### src/rtl/sei_pkg.sv
// Shared types and constants for the SEI message builder.
// Holds the request structs, the job queue entry, the back-end state
// encoding and the fixed bytes of the packet header. No dependencies.
package sei_pkg;

	localparam int unsigned MAX_CONTENT = 1024;
	localparam int unsigned LEN_W = 11;
	localparam int unsigned UUID_BYTES = 16;

	localparam logic [7:0] START_CODE_ZERO = 8'h00;
	localparam logic [7:0] START_CODE_LAST = 8'h01;
	localparam logic [7:0] NAL_H264 = 8'h06;
	localparam logic [7:0] NAL_H265_TYPE = 8'(39 << 1);
	localparam logic [7:0] NAL_H265_TAIL = 8'h01;
	localparam logic [7:0] PAYLOAD_TYPE = 8'h05;
	localparam logic [7:0] SIZE_FILL = 8'hFF;
	localparam logic [7:0] TRAIL_BYTE = 8'h80;
	localparam logic [LEN_W-1:0] SIZE_STEP = LEN_W'(255);
	localparam logic [LEN_W-1:0] UUID_LEN = LEN_W'(UUID_BYTES);

	typedef enum logic {
		CMD_START = 1'b0,
		CMD_CONTENT = 1'b1
	} command_t;

	typedef enum logic [1:0] {
		CFG_CODEC_MODE = 2'd0,
		CFG_UUID_HIGH = 2'd1,
		CFG_UUID_LOW = 2'd2
	} cfg_index_t;

	typedef struct packed {
		logic command;
		logic [10:0] content_length;
		logic [7:0] content_byte;
	} in_item_t;

	typedef struct packed {
		logic [7:0] out_byte;
		logic run_last;
		logic packet_end;
	} out_item_t;

	typedef enum logic {
		JOB_START = 1'b0,
		JOB_CONTENT = 1'b1
	} job_kind_t;

	typedef struct packed {
		job_kind_t kind;
		logic [LEN_W-1:0] arg;
		logic last;
	} job_t;

	typedef enum logic [2:0] {
		B_IDLE,
		B_SC,
		B_NAL0,
		B_NAL1,
		B_PTYPE,
		B_SIZE,
		B_UUID,
		B_END
	} back_state_t;

endpackage

### src/rtl/sei_front.sv
// Front end of the SEI message builder: accepts requests, tracks the open
// message and turns each request into a job for the back end, or drops it.
// Depends on sei_pkg.
module sei_front import sei_pkg::*; (
	input  logic     clk,
	input  logic     arst_n,
	input  logic     in_valid,
	output logic     in_ready,
	input  in_item_t in_data,
	input  logic     job_full,
	output logic     job_push,
	output job_t     job
);

	logic in_message_q;
	logic [LEN_W-1:0] bytes_left_q;
	logic accept;
	logic [LEN_W-1:0] len_sat;

	assign in_ready = !job_full;
	assign accept = in_valid && in_ready;
	assign len_sat = (in_data.content_length > LEN_W'(MAX_CONTENT)) ?
		LEN_W'(MAX_CONTENT) : in_data.content_length;

	always_comb begin
		job_push = 1'b0;
		job.kind = JOB_START;
		job.arg = len_sat;
		job.last = 1'b0;
		if (accept) begin
			if (in_data.command == CMD_START) begin
				job_push = 1'b1;
			end else if (in_message_q && bytes_left_q != '0) begin
				job_push = 1'b1;
				job.kind = JOB_CONTENT;
				job.arg = LEN_W'(in_data.content_byte);
				job.last = (bytes_left_q == LEN_W'(1));
			end
		end
	end

	always_ff @(posedge clk or negedge arst_n) begin
		if (!arst_n) begin
			in_message_q <= 1'b0;
			bytes_left_q <= '0;
		end else if (accept) begin
			if (in_data.command == CMD_START) begin
				in_message_q <= (len_sat != '0);
				bytes_left_q <= len_sat;
			end else if (in_message_q && bytes_left_q != '0) begin
				bytes_left_q <= bytes_left_q - LEN_W'(1);
				in_message_q <= (bytes_left_q != LEN_W'(1));
			end
		end
	end

endmodule

### src/rtl/sei_job_fifo.sv
// Two-entry job queue between the front and back ends of the SEI builder.
// Depends on sei_pkg.
module sei_job_fifo import sei_pkg::*; (
	input  logic clk,
	input  logic arst_n,
	input  logic push,
	input  job_t push_data,
	output logic full,
	input  logic pop,
	output job_t pop_data,
	output logic not_empty
);

	job_t entry_q [2];
	logic wr_ptr_q;
	logic rd_ptr_q;
	logic [1:0] count_q;

	assign full = (count_q == 2'd2);
	assign not_empty = (count_q != 2'd0);
	assign pop_data = entry_q[rd_ptr_q];

	always_ff @(posedge clk) begin
		if (push) begin
			entry_q[wr_ptr_q] <= push_data;
		end
	end

	always_ff @(posedge clk or negedge arst_n) begin
		if (!arst_n) begin
			wr_ptr_q <= 1'b0;
			rd_ptr_q <= 1'b0;
			count_q <= 2'd0;
		end else begin
			if (push) begin
				wr_ptr_q <= !wr_ptr_q;
			end
			if (pop) begin
				rd_ptr_q <= !rd_ptr_q;
			end
			case ({push, pop})
				2'b10: count_q <= count_q + 2'd1;
				2'b01: count_q <= count_q - 2'd1;
				default: count_q <= count_q;
			endcase
		end
	end

endmodule

### src/rtl/sei_back.sv
// Back end of the SEI builder: a byte sequencer that expands each job into
// packet bytes and holds them in an output register. Depends on sei_pkg.
module sei_back import sei_pkg::*; (
	input  logic         clk,
	input  logic         arst_n,
	input  logic         job_valid,
	input  job_t         job,
	output logic         job_pop,
	input  logic         codec_mode,
	input  logic [127:0] uuid,
	output logic         out_valid,
	input  logic         out_ready,
	output out_item_t    out_data
);

	back_state_t state_q, state_d;
	logic [3:0] cnt_q, cnt_d;
	logic [LEN_W-1:0] remain_q, remain_d;
	logic empty_q, empty_d;
	logic out_valid_q;
	out_item_t out_data_q;
	logic advance;
	logic load;
	out_item_t nb;

	assign advance = !out_valid_q || out_ready;
	assign out_valid = out_valid_q;
	assign out_data = out_data_q;

	always_comb begin
		state_d = state_q;
		cnt_d = cnt_q;
		remain_d = remain_q;
		empty_d = empty_q;
		job_pop = 1'b0;
		load = 1'b0;
		nb.out_byte = START_CODE_ZERO;
		nb.run_last = 1'b0;
		nb.packet_end = 1'b0;
		case (state_q)
			B_IDLE: begin
				if (advance && job_valid) begin
					job_pop = 1'b1;
					load = 1'b1;
					if (job.kind == JOB_CONTENT) begin
						nb.out_byte = job.arg[7:0];
						nb.run_last = !job.last;
						if (job.last) begin
							state_d = B_END;
						end
					end else begin
						state_d = B_SC;
						cnt_d = 4'd1;
						remain_d = job.arg + UUID_LEN;
						empty_d = (job.arg == '0);
					end
				end
			end
			B_SC: begin
				if (advance) begin
					load = 1'b1;
					if (cnt_q == 4'd3) begin
						nb.out_byte = START_CODE_LAST;
						state_d = B_NAL0;
					end else begin
						cnt_d = cnt_q + 4'd1;
					end
				end
			end
			B_NAL0: begin
				if (advance) begin
					load = 1'b1;
					nb.out_byte = codec_mode ? NAL_H265_TYPE : NAL_H264;
					state_d = codec_mode ? B_NAL1 : B_PTYPE;
				end
			end
			B_NAL1: begin
				if (advance) begin
					load = 1'b1;
					nb.out_byte = NAL_H265_TAIL;
					state_d = B_PTYPE;
				end
			end
			B_PTYPE: begin
				if (advance) begin
					load = 1'b1;
					nb.out_byte = PAYLOAD_TYPE;
					state_d = B_SIZE;
				end
			end
			B_SIZE: begin
				if (advance) begin
					load = 1'b1;
					if (remain_q >= SIZE_STEP) begin
						nb.out_byte = SIZE_FILL;
						remain_d = remain_q - SIZE_STEP;
					end else begin
						nb.out_byte = remain_q[7:0];
						state_d = B_UUID;
						cnt_d = 4'd0;
					end
				end
			end
			B_UUID: begin
				if (advance) begin
					load = 1'b1;
					nb.out_byte = uuid[{~cnt_q, 3'b000} +: 8];
					cnt_d = cnt_q + 4'd1;
					if (cnt_q == 4'd15) begin
						nb.run_last = !empty_q;
						state_d = empty_q ? B_END : B_IDLE;
					end
				end
			end
			B_END: begin
				if (advance) begin
					load = 1'b1;
					nb.out_byte = TRAIL_BYTE;
					nb.run_last = 1'b1;
					nb.packet_end = 1'b1;
					state_d = B_IDLE;
				end
			end
			default: begin
				state_d = B_IDLE;
			end
		endcase
	end

	always_ff @(posedge clk or negedge arst_n) begin
		if (!arst_n) begin
			state_q <= B_IDLE;
			cnt_q <= 4'd0;
			remain_q <= '0;
			empty_q <= 1'b0;
			out_valid_q <= 1'b0;
		end else begin
			state_q <= state_d;
			cnt_q <= cnt_d;
			remain_q <= remain_d;
			empty_q <= empty_d;
			if (load) begin
				out_valid_q <= 1'b1;
			end else if (out_ready) begin
				out_valid_q <= 1'b0;
			end
		end
	end

	always_ff @(posedge clk) begin
		if (load) begin
			out_data_q <= nb;
		end
	end

	a_end_marks: assert property (@(posedge clk) disable iff (!arst_n)
		out_valid_q && out_data_q.packet_end |->
		out_data_q.run_last && out_data_q.out_byte == TRAIL_BYTE)
		else $error("Packet end is not a final trailing byte.");

	a_size_range: assert property (@(posedge clk) disable iff (!arst_n)
		state_q == B_SIZE |-> remain_q <= LEN_W'(MAX_CONTENT + UUID_BYTES))
		else $error("Payload size count out of range.");

	a_pop_idle: assert property (@(posedge clk) disable iff (!arst_n)
		job_pop |-> state_q == B_IDLE && job_valid && advance)
		else $error("Job taken while the sequencer is busy.");

endmodule

### src/rtl/sei_message_builder.sv
// Top level of the SEI message builder: configuration registers, front end,
// job queue and byte sequencer. Depends on sei_pkg and the sei_* modules.
// A content request yields its byte and streams at one request per clock
// unless the output stalls or the sequencer is busy; the final
// content byte is followed by the trailing 0x80. A start request keeps the
// sequencer busy for its header (6 or 7 fixed bytes, 1 to 5 size bytes, 16
// UUID bytes, and the trailing byte for an empty message). A two-entry job
// queue lets the input side take requests while the sequencer still emits a header.
// Configuration writes take effect at once and must only occur while idle.
module sei_message_builder import sei_pkg::*; (
	input  logic        clk,
	input  logic        arst_n,
	input  logic        wr_en,
	input  logic [1:0]  wr_index,
	input  logic [63:0] wr_data,
	input  logic        in_valid,
	output logic        in_ready,
	input  in_item_t    in_data,
	output logic        out_valid,
	input  logic        out_ready,
	output out_item_t   out_data
);

	logic codec_mode_q;
	logic [63:0] uuid_high_q;
	logic [63:0] uuid_low_q;
	logic job_full;
	logic job_push;
	job_t job_in;
	logic job_pop;
	job_t job_out;
	logic job_valid;

	always_ff @(posedge clk or negedge arst_n) begin
		if (!arst_n) begin
			codec_mode_q <= 1'b0;
			uuid_high_q <= 64'h5480_8397_F023_474B;
			uuid_low_q <= 64'hB7F7_4F32_B54E_06AC;
		end else if (wr_en) begin
			case (wr_index)
				CFG_CODEC_MODE: codec_mode_q <= wr_data[0];
				CFG_UUID_HIGH: uuid_high_q <= wr_data;
				CFG_UUID_LOW: uuid_low_q <= wr_data;
				default: codec_mode_q <= codec_mode_q;
			endcase
		end
	end

	sei_front u_front (
		.clk      (clk),
		.arst_n   (arst_n),
		.in_valid (in_valid),
		.in_ready (in_ready),
		.in_data  (in_data),
		.job_full (job_full),
		.job_push (job_push),
		.job      (job_in)
	);

	sei_job_fifo u_fifo (
		.clk       (clk),
		.arst_n    (arst_n),
		.push      (job_push),
		.push_data (job_in),
		.full      (job_full),
		.pop       (job_pop),
		.pop_data  (job_out),
		.not_empty (job_valid)
	);

	sei_back u_back (
		.clk        (clk),
		.arst_n     (arst_n),
		.job_valid  (job_valid),
		.job        (job_out),
		.job_pop    (job_pop),
		.codec_mode (codec_mode_q),
		.uuid       ({uuid_high_q, uuid_low_q}),
		.out_valid  (out_valid),
		.out_ready  (out_ready),
		.out_data   (out_data)
	);

endmodule

### config.mk
export PLATFORM = sky130hd
export DESIGN_NAME = sei_message_builder
export DESIGN_NICKNAME = d
export VERILOG_FILES = /design/src/rtl/sei_pkg.sv /design/src/rtl/sei_front.sv /design/src/rtl/sei_job_fifo.sv /design/src/rtl/sei_back.sv /design/src/rtl/sei_message_builder.sv
export SDC_FILE = /design/constraint.sdc
export NUM_CORES = 1
export LEC_CHECK = 0
export ABC_CLOCK_PERIOD_IN_PS = 7300
export BUFFER_PORTS_ARGS = -buffer_cell sky130_fd_sc_hd__buf_2
export CAP_MARGIN = 20
export CORE_MARGIN = 2
export CORE_UTILIZATION = 60
export CTS_CLUSTER_DIAMETER = 30
export DETAILED_ROUTE_END_ITERATION = 10
export PLACE_DENSITY = 0.81
export SYNTH_ARGS = -nofsm -noshare
export SYNTH_HDL_FRONTEND = slang
export SYNTH_SLANG_ARGS = --single-unit
### constraint.sdc
create_clock -name clk -period 7.3 [get_ports clk]
set_input_delay 0 -clock clk [delete_from_list [all_inputs] [get_ports clk]]
set_output_delay 0 -clock clk [all_outputs]
set_load 0.01 [all_outputs]
==> metrics.log <==
[metrics] Syn Std Cell Area: 10000 sq um
[metrics] Net Sw Frac: 33.3%
[metrics] leakage power total: 5.43 nW
[metrics] number of pins with negative max-slew slack in the final report: 0
[metrics] vias: 7793
[metrics] DRT Wirelength: 28700 um
[metrics] startpoint type of the worst setup path: flip-flop
[metrics] placeable core area: 16500 sq um
[metrics] worst reg2reg path startpoint: u_front.bytes_left_q[0]$_DFFE_PN0P_
[metrics] sequential fraction of design power: 35.4%
[metrics] Mapped Cells: 775
[metrics] die area: 17800 sq um
[metrics] boundary pin count: 103
[metrics] antenna violations before repair: 1
[metrics] Area Overhead vs Synth: 30.1%
[metrics] pin count of the biggest net entering global routing: 90
[metrics] Rows: 47
[metrics] post-synthesis async set-or-reset flop share: 82.1%
[metrics] Seq cells post-synth: 201
[metrics] Critical Path End Type: flip-flop
[metrics] clock root buffer: sky130_fd_sc_hd__clkbuf_16
[metrics] part of the power in combinational logic: 26.5%
[metrics] clock edge transition at the registers on the reported setup and hold paths: 50 ps
[metrics] number of vias per cell: 6.35
[metrics] wire length of the first global-routing pass: 46000 um
[metrics] sequential share of the synthesized area: 52.7%
[metrics] fraction of final layout cells sized beyond drive strength 1: 40.9%
[metrics] worst voltage drop across the vdd grid: 248 uV
[metrics] average size of a mapped cell: 12.9 sq um
[metrics] final setup violation count: 0
[metrics] RSZ-0062 raised after global routing: no
[metrics] EDFF count, synth: 36
[metrics] Slew headroom: 28.2%
[metrics] total number of nets in the final design: 1071
[metrics] count of maximum capacitance violations: 0
[metrics] Ys Warns: 0
[metrics] endpoint arrival time on the critical path: 3980 ps
[metrics] Clk pwr share: 38.1%
[metrics] post-detailed-route count of antenna-violating nets: 0
[metrics] type of the tightest min-delay check: input port to async pin
[metrics] CTS sink count: 201
[metrics] number of buffers created by CTS: 42
[metrics] total global-route track usage: 33.4%
[metrics] post-layout min period: 3850 ps
[metrics] most frequently used flop master after synthesis: sky130_fd_sc_hd__dfrtp_1
[metrics] reg2reg end: u_fifo.entry_q[0][5]$_DFFE_PP_
[metrics] drc violations: 0
[metrics] net count after synthesis: 873
[metrics] HPWL after detailed placement: 16100 um
[metrics] number of inserted filler cells in the final layout: 893
[metrics] CTS tree: yes
[metrics] die width: 133 um
[metrics] Least-Margin Pin Slew: 1080 ps
[metrics] number of distinct library cells after synthesis: 66
[metrics] critical path type: flip-flop to flip-flop
[metrics] Post-CTS Setup Bufs: 0
[metrics] data required time of the critical path: 7440 ps
[metrics] power density relative to cell area: 394 nW/um^2
[metrics] core occupancy in the finished layout: 79.2%
[metrics] number of optimization iterations in the first detailed-route pass: 5
[metrics] maximum count of clock buffers along a single path: 3
[metrics] period utilization: 52.7%
[metrics] accumulated negative setup slack: 0 ps
[metrics] H-tree Lvls: 2
[metrics] Worst-Skew Late Latency: 520 ps
[metrics] FMAX: 0.260 GHz
[metrics] number of cells on the worst reg-to-reg path: 7
[metrics] skew final: 21.5 ps
[metrics] number of global-route vias before repair: 8388
[metrics] Switching Power: 1.71 mW
[metrics] Starting DRT DRC Count: 743
[metrics] average wire length per cell after detail routing: 23.4 um
[metrics] number of buffers inserted by port buffering: 102
[metrics] number of failing hold endpoints at the final stage: 0
[metrics] maximum fanout count along the critical path: 13
[metrics] Overflow after GRT: 0
[metrics] internal power consumption: 3.43 mW
[metrics] Starting Density: 60.9%
[metrics] final RePlAce weighted congestion: 0.900
[metrics] result of the run: completed
[metrics] Register-to-Register Setup Slack: 3450 ps
[metrics] Die Height: 133 um
## critical path: stages (launching register included)
cell	delay, ps
sky130_fd_sc_hd__dfrtp_1	410
sky130_fd_sc_hd__inv_1	80
sky130_fd_sc_hd__ha_1	270
sky130_fd_sc_hd__nor2b_1	200
sky130_fd_sc_hd__a41o_1	250
sky130_fd_sc_hd__a21oi_1	850
sky130_fd_sc_hd__inv_1	480
sky130_fd_sc_hd__nor2_1	910
## Yosys cell counts, types with 20 or more instances
master | number | area, sq um
sky130_fd_sc_hd__dfstp_2 | 63 | 1660
sky130_fd_sc_hd__mux2_2 | 134 | 1510
sky130_fd_sc_hd__a21oi_1 | 25 | 125
sky130_fd_sc_hd__nor3_1 | 20 | 100
sky130_fd_sc_hd__mux2i_1 | 25 | 250
sky130_fd_sc_hd__o21ai_0 | 40 | 200
sky130_fd_sc_hd__nand2_1 | 45 | 169
sky130_fd_sc_hd__clkbuf_1 | 28 | 105
sky130_fd_sc_hd__nor2_1 | 35 | 131
sky130_fd_sc_hd__edfxtp_1 | 36 | 1080
sky130_fd_sc_hd__dfrtp_1 | 102 | 2550
sky130_fd_sc_hd__mux4_2 | 25 | 563
## worst max-delay path by stage
stage	start	to	slack, ps	cells past startpoint
after floorplan	u_front.bytes_left_q[0]$_DFFE_PN0P_	u_fifo.entry_q[0][0]$_DFFE_PP_	4820	8
after global placement	u_front.bytes_left_q[0]$_DFFE_PN0P_	u_fifo.entry_q[0][10]$_DFFE_PP_	3900	7
after detailed placement	u_front.bytes_left_q[0]$_DFFE_PN0P_	u_fifo.entry_q[0][5]$_DFFE_PP_	3690	7
after CTS	u_front.bytes_left_q[0]$_DFFE_PN0P_	u_fifo.entry_q[0][5]$_DFFE_PP_	3670	7
after global routing	u_front.bytes_left_q[0]$_DFFE_PN0P_	u_fifo.entry_q[0][5]$_DFFE_PP_	3350	7
final	u_front.bytes_left_q[0]$_DFFE_PN0P_	u_fifo.entry_q[0][5]$_DFFE_PP_	3450	7
## what timing repair did
item,in CTS,in global routing
hold buffers,95,0
gates resized for setup,0,0
hold endpoints to repair,218,0
## cells in the final DEF, fill, tap and decap left out, types with 4 or more instances in the layout
cell type	count
sky130_fd_sc_hd__dfstp_2	63
sky130_fd_sc_hd__a22o_1	9
sky130_fd_sc_hd__nor3_1	20
sky130_fd_sc_hd__clkinv_2	5
sky130_fd_sc_hd__edfxtp_1	36
sky130_fd_sc_hd__mux4_2	25
sky130_fd_sc_hd__buf_2	101
sky130_fd_sc_hd__nand2_1	45
sky130_fd_sc_hd__mux2_2	134
sky130_fd_sc_hd__and2_1	7
sky130_fd_sc_hd__o21a_1	5
sky130_fd_sc_hd__o22ai_1	15
sky130_fd_sc_hd__nor2b_1	6
sky130_fd_sc_hd__xnor2_1	7
sky130_fd_sc_hd__nor2_1	35
sky130_fd_sc_hd__a21oi_1	25
sky130_fd_sc_hd__a32oi_1	6
sky130_fd_sc_hd__nor4_1	7
sky130_fd_sc_hd__buf_4	5
sky130_fd_sc_hd__nand4_1	6
sky130_fd_sc_hd__mux2i_1	25
sky130_fd_sc_hd__mux4_1	9
sky130_fd_sc_hd__dfrtp_1	101
sky130_fd_sc_hd__ha_1	7
sky130_fd_sc_hd__o21ai_0	40
sky130_fd_sc_hd__or3_1	4
sky130_fd_sc_hd__clkinv_4	7
sky130_fd_sc_hd__inv_6	8
sky130_fd_sc_hd__nand3_1	11
sky130_fd_sc_hd__nand2b_1	11
sky130_fd_sc_hd__a31oi_1	4
sky130_fd_sc_hd__nand3b_1	5
sky130_fd_sc_hd__dlygate4sd3_1	95
sky130_fd_sc_hd__clkbuf_16	45
sky130_fd_sc_hd__inv_1	12
## cell families after synthesis
kind of cell / count (synthesis) / share of synthesized area, %
AOI/OAI and AO/OA: 134 / 8.68
xor gates and xnor gates: 9 / 0.786
adders and majority gates: 7 / 0.873
buffers and inverters: 61 / 2.86
DFF: 201 / 52.7
muxes: 193 / 25.5
and+or+nand+nor: 170 / 8.54
## registers in the layout, summed over array words and instances (netlist names)
signal and flops:
uuid_high_q 64, uuid_low_q 64, u_fifo.entry_q 26, u_back.remain_q 11, u_front.bytes_left_q 11, u_back.out_data 10, u_back.cnt_q 4, u_back.state_q 3
u_fifo.count_q 2, codec_mode_q 1, u_back.empty_q 1, u_back.out_valid 1, u_fifo.rd_ptr_q 1, u_fifo.wr_ptr_q 1, u_front.in_message_q 1
## power by group through the flow
stage	logic (mW)	clock network, mW	registers [mW]
2_1_floorplan	1.04	0	1.65
3_3_place_gp	1.20	0	1.78
3_5_place_dp	1.24	0	1.80
4_1_cts	1.32	1.96	1.80
5_1_grt	1.46	2.03	1.86
6_report	1.37	1.96	1.82
## per-layer routing
layer	global-route usage [%]	share of wire (%)	vias to the layer above
li1	-	-	3340
met1	40.9	37	3872
met2	56.5	51	456
met3	6.66	6.9	125
met4	17.5	5.0	0
met5	0	0	-
## cell type report
class | instances | area, sq um | share of cell area (%)
diodes | 1 | 2.50 | 0.0192
clock buffers | 49 | 1170 | 8.98
clock inverters | 29 | 303 | 2.32
inverters | 13 | 48.8 | 0.374
multi-input cells | 513 | 4450 | 34.1
flip-flops and latches | 201 | 5290 | 40.5
well taps | 220 | 275 | 2.11
repair buffers | 202 | 1510 | 11.5
## metrics by stage
stage          hold slack [ps]  std cells  power (mW)  setup slack (ps)  cell area, sq um
2_1_floorplan             -296        775        2.69              4820             10000
3_3_place_gp               105       1054        2.98              3900             10600
3_5_place_dp               117       1054        3.05              3690             10600
4_1_cts                    164       1227        5.08              3670             13000
5_1_grt                    206       1228        5.35              3350             13000
6_report                   125       1228        5.15              3450             13000
No activity file was read; power rests on OpenSTA's default activity.
